$ cat config.mk
export PLATFORM = sky130hd
export DESIGN_NAME = vru_cordic
export DESIGN_NICKNAME = d
export VERILOG_FILES = /design/src/design/vru_pkg.sv /design/src/design/vru_cordic.sv
export SDC_FILE = /design/constraint.sdc
export NUM_CORES = 2
export LEC_CHECK = 0
export BUFFER_PORTS_ARGS = -buffer_cell sky130_fd_sc_hd__buf_2
export CAP_MARGIN = 10
export CORE_MARGIN = 2
export CORE_UTILIZATION = 60
export CTS_CLUSTER_SIZE = 25
export DETAILED_ROUTE_END_ITERATION = 8
export GPL_ROUTABILITY_DRIVEN = 0
export HOLD_SLACK_MARGIN = 0.15
export PLACE_DENSITY = 0.79
export SYNTH_ARGS = -nofsm -noshare
export SYNTH_HDL_FRONTEND = slang
export SYNTH_SLANG_ARGS = --single-unit
$ cat constraint.sdc
create_clock -name clk -period 4.9 [get_ports clk]
set_clock_uncertainty 0.05 [all_clocks]
set_input_delay 0.245 -clock clk [delete_from_list [all_inputs] [get_ports clk]]
set_output_delay 0.245 -clock clk [all_outputs]
set_load 0.05 [all_outputs]
$ cat src/design/vru_pkg.sv
// Shared constants, codes and types for the vector rotation unit.
`default_nettype none
package vru_pkg;

  localparam int CordicStepsDef = 16;
  localparam int FracBitsDef    = 16;

  localparam int AngFrac  = 30;
  localparam int TableLen = 24;
  localparam int ZW       = 35;  // angle accumulator, Q.30
  localparam int XW       = 33;  // CORDIC x/y, Q2.30 plus headroom
  localparam int CW       = 36;  // dot product, cross terms, lane sine operand
  localparam int TW       = 38;  // rounded a*d term

  localparam logic signed [ZW-1:0] PiQ30     = 35'sd3373259426;
  localparam logic signed [ZW-1:0] TwoPiQ30  = 35'sd6746518852;
  localparam logic signed [ZW-1:0] HalfPiQ30 = 35'sd1686629713;
  localparam logic signed [XW-1:0] GainQ30   = 33'sd652032874;

  localparam logic [1:0] OpRotX    = 2'd0;
  localparam logic [1:0] OpRotY    = 2'd1;
  localparam logic [1:0] OpRotZ    = 2'd2;
  localparam logic [1:0] OpRotAxis = 2'd3;

  typedef struct packed {
    logic pass;  // component passes through unchanged
  } lane_ctl_t;

  function automatic logic signed [ZW-1:0] atan_q30(input int idx);
    logic signed [ZW-1:0] r;
    case (idx)
      0:  r = 35'sd843314857;
      1:  r = 35'sd497837829;
      2:  r = 35'sd263043837;
      3:  r = 35'sd133525159;
      4:  r = 35'sd67021687;
      5:  r = 35'sd33543516;
      6:  r = 35'sd16775851;
      7:  r = 35'sd8388437;
      8:  r = 35'sd4194283;
      9:  r = 35'sd2097149;
      10: r = 35'sd1048576;
      11: r = 35'sd524288;
      12: r = 35'sd262144;
      13: r = 35'sd131072;
      14: r = 35'sd65536;
      15: r = 35'sd32768;
      16: r = 35'sd16384;
      17: r = 35'sd8192;
      18: r = 35'sd4096;
      19: r = 35'sd2048;
      20: r = 35'sd1024;
      21: r = 35'sd512;
      22: r = 35'sd256;
      23: r = 35'sd128;
      default: r = '0;
    endcase
    return r;
  endfunction

endpackage
`default_nettype wire

$ cat src/design/vru_cordic.sv
// Pipelined CORDIC: angle reduction, one stage per iteration, rounded cos/sin.
`default_nettype none
module vru_cordic
  import vru_pkg::*;
#(
  parameter int CORDIC_STEPS = CordicStepsDef,
  parameter int FRAC_BITS    = FracBitsDef
) (
  input  wire logic                        clk,
  input  wire logic                        en,
  input  wire logic signed [19:0]          angle,
  output logic signed [FRAC_BITS+2:0]      cos_o,
  output logic signed [FRAC_BITS+2:0]      sin_o
);

  localparam int Sh = AngFrac - FRAC_BITS;

  logic signed [ZW-1:0] z0, z1, z2, zf;
  logic                 negf;

  logic signed [ZW-1:0] z_r   [0:CORDIC_STEPS-1];
  logic signed [XW-1:0] x_r   [0:CORDIC_STEPS];
  logic signed [XW-1:0] y_r   [0:CORDIC_STEPS];
  logic                 neg_r [0:CORDIC_STEPS];

  logic signed [XW:0]   xf, yf, xh, yh;
  logic signed [FRAC_BITS+2:0] cos_r, sin_r;

  always_comb begin
    z0 = {{(ZW-34){angle[19]}}, angle, 14'b0};
    z1 = (z0 > PiQ30) ? z0 - TwoPiQ30 : z0;
    z2 = (z1 < -PiQ30) ? z1 + TwoPiQ30 : z1;
    negf = 1'b0;
    zf = z2;
    if (z2 > HalfPiQ30) begin
      zf = z2 - PiQ30;
      negf = 1'b1;
    end else if (z2 < -HalfPiQ30) begin
      zf = z2 + PiQ30;
      negf = 1'b1;
    end
  end

  always_ff @(posedge clk) begin
    if (en) begin
      z_r[0]   <= zf;
      x_r[0]   <= GainQ30;
      y_r[0]   <= '0;
      neg_r[0] <= negf;
      for (int i = 0; i < CORDIC_STEPS; i++) begin
        neg_r[i+1] <= neg_r[i];
        if (z_r[i] >= 0) begin
          x_r[i+1] <= x_r[i] - (y_r[i] >>> i);
          y_r[i+1] <= y_r[i] + (x_r[i] >>> i);
        end else begin
          x_r[i+1] <= x_r[i] + (y_r[i] >>> i);
          y_r[i+1] <= y_r[i] - (x_r[i] >>> i);
        end
      end
      for (int i = 0; i < CORDIC_STEPS - 1; i++) begin
        z_r[i+1] <= (z_r[i] >= 0) ? z_r[i] - atan_q30(i) : z_r[i] + atan_q30(i);
      end
    end
  end

  always_comb begin
    xf = neg_r[CORDIC_STEPS] ? -(XW+1)'(x_r[CORDIC_STEPS]) : (XW+1)'(x_r[CORDIC_STEPS]);
    yf = neg_r[CORDIC_STEPS] ? -(XW+1)'(y_r[CORDIC_STEPS]) : (XW+1)'(y_r[CORDIC_STEPS]);
    xh = (xf + ((XW+1)'(1) <<< (Sh - 1))) >>> Sh;
    yh = (yf + ((XW+1)'(1) <<< (Sh - 1))) >>> Sh;
  end

  always_ff @(posedge clk) begin
    if (en) begin
      cos_r <= xh[FRAC_BITS+2:0];
      sin_r <= yh[FRAC_BITS+2:0];
    end
  end

  assign cos_o = cos_r;
  assign sin_o = sin_r;

endmodule
`default_nettype wire

# After elaboration in Yosys (flattened, before gate mapping)
# Memories as Yosys holds them, arrays and structs flattened.
# Index checks and enable logic that the tools add are counted.
dict set report totals {
  mem_count 4
  output_inout_bits 38
  inputBits 22
  mem_bits_rw 1699
  elab_cells 327
  register_bits 38
}
dict set report op_classes {
  bitwise 32
  add_sub_neg 101
  mux 168
  order_cmp 20
}
# name depth word_bits read_ports rd_clocked_by_memory_dff write_ports line
set mem_list {}
lappend mem_list {x_r 17 33 17 0 17 vru_cordic.sv:22} ;# logic signed [XW-1:0] x_r [0:CORDIC_STEPS];
lappend mem_list {y_r 17 33 17 0 17 vru_cordic.sv:23} ;# logic signed [XW-1:0] y_r [0:CORDIC_STEPS];
lappend mem_list {z_r 16 35 16 0 16 vru_cordic.sv:21} ;# logic signed [ZW-1:0] z_r [0:CORDIC_STEPS-1];
lappend mem_list {neg_r 17 1 17 0 17 vru_cordic.sv:24} ;# logic neg_r [0:CORDIC_STEPS];
# op count
set ops {}
lappend ops {{35-bit 2-to-1 mux} 34}
lappend ops {{33-bit 2-to-1 mux} 34}
lappend ops {{35-bit by 1-bit greater-or-equal comparator with 1-bit output, second input constant} 16}
lappend ops {{35-bit adder} 15}
lappend ops {{35-bit subtractor} 15}
lappend ops {{1-bit 2-to-1 mux} 100}
lappend ops {{33-bit by 15-bit adder with 33-bit output, second input constant} 2}
lappend ops {{33-bit by 18-bit adder with 33-bit output} 2}
lappend ops {{33-bit by 19-bit adder with 33-bit output} 2}
lappend ops {{33-bit by 20-bit adder with 33-bit output} 2}
lappend ops {{33-bit by 21-bit adder with 33-bit output} 2}
lappend ops {{33-bit by 22-bit adder with 33-bit output} 2}
lappend ops {{33-bit by 23-bit adder with 33-bit output} 2}
lappend ops {{33-bit by 24-bit adder with 33-bit output} 2}
lappend ops {{33-bit by 25-bit adder with 33-bit output} 2}
lappend ops {{33-bit by 26-bit adder with 33-bit output} 2}
lappend ops {{33-bit by 27-bit adder with 33-bit output} 2}
lappend ops {{33-bit by 28-bit adder with 33-bit output} 2}
lappend ops {{33-bit by 29-bit adder with 33-bit output} 2}
lappend ops {{33-bit by 30-bit adder with 33-bit output} 2}
lappend ops {{33-bit by 31-bit adder with 33-bit output} 2}
lappend ops {{33-bit by 32-bit adder with 33-bit output} 2}
lappend ops {{33-bit negator} 2}
lappend ops {{33-bit by 18-bit subtractor with 33-bit output} 2}
lappend ops {{other kinds (25)} 71}

# Longest topological paths before layout
dict set report depth {
  ltp_word 7
  depth_mapped 24
  mapped_depth_nobuf 22
}

# Least setup slack after synthesis
# OpenSTA, ideal clock, no wires.
dict set report synth_path {
  path_kind {reg-to-reg}
  start {mem z_r[9][34] (netlist: z_r[1][69])}
  end {mem y_r[10][32] (data pin)}
  t_arrival_ns 5.098
  path_stages_with_launch 21
  slack_ns -0.508
  setup_ns 0.260
  synth_period_minus_slack_ns 5.408
  path_cell_list {edfxtp_1 -> and2_1 -> clkbuf_1 -> clkbuf_1 -> buf_1 -> mux2i_1 -> fa_1 -> a21o_1 -> a21oi_1 -> o21bai_1 -> a21oi_1 -> o21bai_1 -> a211oi_1 -> o31a_1 -> a21oi_1 -> o41ai_1 -> o221ai_1 -> or4b_2 -> a31o_2 -> a21oi_1 -> xnor2_1}
}
# element line
set synth_lines {}
lappend synth_lines {{start: declaration} vru_cordic.sv:21}
lappend synth_lines {{end: declaration} vru_cordic.sv:23}

==> results summary <==
The largest buffer count on any clock path is 3. The pre-CTS worst setup slack is -0.531 ns. The predominant post-synthesis flop cell is edfxtp_1.

Traced cell by cell, the critical path runs through buf_4 > nor3_1 > nand2_1 > nor2_2 > nand2_1 > nor4_1 > buf_4 > a21oi_1 > xor2_1 > ha_1 > or2_2 > a21oi_2 > a31oi_4 > o41a_1 > a221o_1 > o21a_2 > o41ai_4 > mux2i_1 > nand4_1. The floorplan has 164 rows. After global routing the overflow that remains totals 0. The post-route DRC violation count is 0. The first global-routing pass estimated a little under 500 mm of wire. The fraction of registers with async set or reset after synthesis came out at 0. The clock-pin slew on the worst setup and hold paths is around 0.070 ns.

The adder and majority gate portion of the synthesized area is 0.147. The first detailed-routing pass took 9 iterations. The library cells used most frequently in the layout, excluding fill and tap cells, are 1,452 x edfxtp_1, 1,355 x ha_1, 1,255 x xnor2_1. The worst relative slew slack came out at 0.260. TritonCTS created around 160 clock buffers.

Leaving out fill and tap cells, the most frequent cell in the layout is edfxtp_1. In this run the worst path has a maximum fanout of 5. The path with the worst hold slack has its endpoint at z_r[0][16].

The arrival time of the worst setup path is between 5 and 6 ns. The type of the worst setup path is flip-flop to flip-flop. The total of max-cap violations is 0.

The total number of yosys warnings came out at 0. The horizontal die dimension is 453 um. The core outline area came out at 0.200 sq mm.

The post-placement cell area came out at 0.128 sq mm. In this run the mean area of a mapped cell was a little under 10 sq um. The number of cells in the design after placement came out at 15,591. The logic depth of the worst path, buffers included is 19. During I/O placement, the number of pins put on the boundary was 60. In this run the most critical hold path is launched from angle[2]. From bottom edge to top edge, the die measures roughly 450 um.

The slew at the pin closest to its max-slew limit is 1.10 ns. The area share of xor/xnor cells in the synthesized design is 0.131. The flop-to-flop setup slack is -0.15 ns.

STA classifies the critical path endpoint as a flip-flop. Counting instances, the worst hold path has a depth of 5. The via count of the routed design came out at just over 100k. Of the available clock period, the critical path in the final layout requires 1.03. The required time of the worst setup path came out at 5.44 ns. The hold violation total from the final report came out at 0. The minimum clock period came out at 5.05 ns. The capture instance of the worst register-to-register path is x_r[12][32]. The aggregate global-route resource usage is 0.290. The number of failing setup endpoints in the final timing report is 2. The insertion delay to the later sink of the worst-skew pair came out at roughly 0.85 ns.

The number of global-route vias before repair is ~97,000. In this run the clock root is driven by a clkbuf_16. The half-perimeter wire length after placement is around 240 mm. The final worst slack came out at -0.155 ns. The number of different library cells in the post-synthesis netlist came out at 120. Entering global routing, the biggest net connects about 190 pins. The run finished, with violations left.

The detail-routed via count per cell came out at about 6.3. The final layout net count is roughly 15,000. Hold timing on the final database bottoms out at a slack of 0.333 ns. The fmax is about 200 MHz. The fraction of layout instances using a drive strength above 1 is 0.102. The count of buffers from port buffering came out at 59. After synthesis, the largest family of logic cells by area is compound AO/OA/AOI/OAI gates.

The kind of cell with the highest combined delay along the critical path is compound AO/OA/AOI/OAI gates. The synthesized design contains 1,452 enable-type register cells. The finished cells cover ~0.14 sq mm. The final wirelength is about 310 mm. The number of buffer and inverter instances along the worst setup path is 2. The count of routing violations after the opening detailed-route iteration came out at about 9,600. TritonCTS built the clock tree. The effective utilization at floorplan came out at 0.605. The worst register-to-register path has a depth of 19. The cell area after synthesis came out at about 0.12 sq mm.

The finished layout holds around 16,000 standard cells, fillers aside. The number of nets with antenna violations after routing is 0. The area overhead of the layout relative to synthesis is 11.9%.

The final reports fail on setup timing. STA classifies the critical path startpoint as a flip-flop. The sequential element share of the synthesized area came out at 0.360. The min-delay analysis places its worst path in the category input port to flip-flop. The post-synthesis simple-gate area fraction came out at 0.146. The synthesized netlist cell count is approximately 13,000. The routed wire length per instance is just under 20 um. The initial antenna violation count is 1. The worst register-to-register path begins at y_r[11][11]. In this run the number of H-tree levels came out at 4.

The mux share of post-synthesis cell area came out at 0.0113. The number of synthesized register bits is approximately 1,500. Setup repair after global routing could not meet its margin everywhere. The clock drives around 1,500 sinks. The compound-gate portion of the synthesized area is 0.182. The max-slew violation count came to 0.

The highest cell delay on the worst timing path is between 0.4 and 0.5 ns. The post-synth net total is between 10,000 and 15,000. The floorplan step defined a die boundary enclosing between 0.2 and 0.25 sq mm. Among all stages on the critical path, the largest delay is contributed by edfxtp_1.
[synthesized netlist by cell type (48+ instances only)]
cell type	instances	area share
o211ai_1	67	0.0042
o21bai_1	170	0.011
a21boi_0	48	0.0030
nand2_1	746	0.023
ha_1	1355	0.14
or3_1	110	0.0057
or2_2	75	0.0039
xor2_1	538	0.039
nor2_1	1145	0.036
nor3_1	469	0.019
mux2_2	50	0.0047
nand3_1	296	0.012
o21a_1	220	0.014
clkbuf_1	162	0.0050
edfxtp_1	1452	0.36
xnor2_1	1257	0.091
nor2b_1	177	0.0092
a211oi_1	139	0.0086
o21ai_0	575	0.024
and3_1	139	0.0072
a31oi_1	120	0.0062
nand2b_1	120	0.0062
a21o_1	328	0.020
o41ai_1	61	0.0044
inv_1	514	0.016
o31ai_1	133	0.0083
and2_1	81	0.0042
or4_1	48	0.0030
mux2i_1	80	0.0066
a21oi_1	1102	0.046
nor4_1	75	0.0039
nand4_1	66	0.0034
[kinds of logic (layout without fill, tap and decap cells)]
logic type / after synthesis / after routing
AND/OR/NAND/NOR: 3679 / 3679
XOR/XNOR: 1800 / 1800
other: 0 / 2
multiplexers: 130 / 130
adder cells (fa/ha/maj): 1399 / 1399
buffers and inverters: 721 / 1476
AO/OA/AOI/OAI: 3399 / 3399
flip-flops: 1452 / 1452
[metrics by stage]
step	TNS, ns	utilization
CTS	0	0.667
finish	-0.208	0.677
global route	-1.71	0.677
global placement	-0.616	0.639
detailed placement	-2.61	0.639
floorplan	-0.114	-
[layer usage]
layer	GRT usage	wire length, um	vias to the layer above
met5	0	0	-
met4	0.114	13200	0
met3	0.0371	20700	873
met2	0.492	148000	4176
met1	0.377	128000	48294
li1	-	-	48025
[registers in the layout, summed over array words and instances, names as in the netlist]
signal and flops:
cos_o 19, neg_r 16, y_r 496, sin_o 19, x_r 470, z_r 432
[worst max-delay path by stage]
stage	startpoint	end	slack [ns]
after global routing	y_r[11][11]	x_r[12][32]	-0.29
after global placement	z_r[0][209]	z_r[0][244]	-0.49
final	y_r[11][11]	x_r[12][32]	-0.15
after CTS	x_r[14][18]	y_r[15][32]	0.001
after detailed placement	z_r[0][209]	z_r[0][244]	-0.53
after floorplan	z_r[1][69]	y_r[10][32]	-0.11
[worst register-to-register path, stage by stage, from the launching register on]
cell and delay, ns:
edfxtp_1 0.46, buf_4 0.17, nor3_1 0.21, nand2_1 0.17, nor2_2 0.13, nand2_1 0.08, nor4_1 0.20, buf_4 0.20
a21oi_1 0.07, xor2_1 0.29, ha_1 0.33, or2_2 0.32, a21oi_2 0.20, a31oi_4 0.06, o41a_1 0.44, a221o_1 0.36
o21a_2 0.26, o41ai_4 0.44, mux2i_1 0.25, nand4_1 0.09
[final cells by class]
type	count	area (sq um)
diodes	2	5.00
clock buffers	183	4180
clock inverters	116	1280
fillers	14588	64600
inverters	517	1950
multi-input cells	10407	76000
flip-flops and latches	1452	43600
well taps	2656	3320
repair buffers	660	5070
[what timing repair did]
| item | in CTS | in global routing |
|---|---|---|
| cloned | 0 | 0 |
| endpoints found under the hold margin | 307 | 0 |
| buffers inserted | 8 | 88 |
| hold buffers | 5 | 0 |
| resized for setup | 25 | 299 |
| endpoints found under the setup margin | 29 | 166 |
| pin swaps | 2 | 69 |
Power is left out: the tool's default activity adds up to more than one toggle a clock period on the data nets, which glitch-free logic cannot reach.
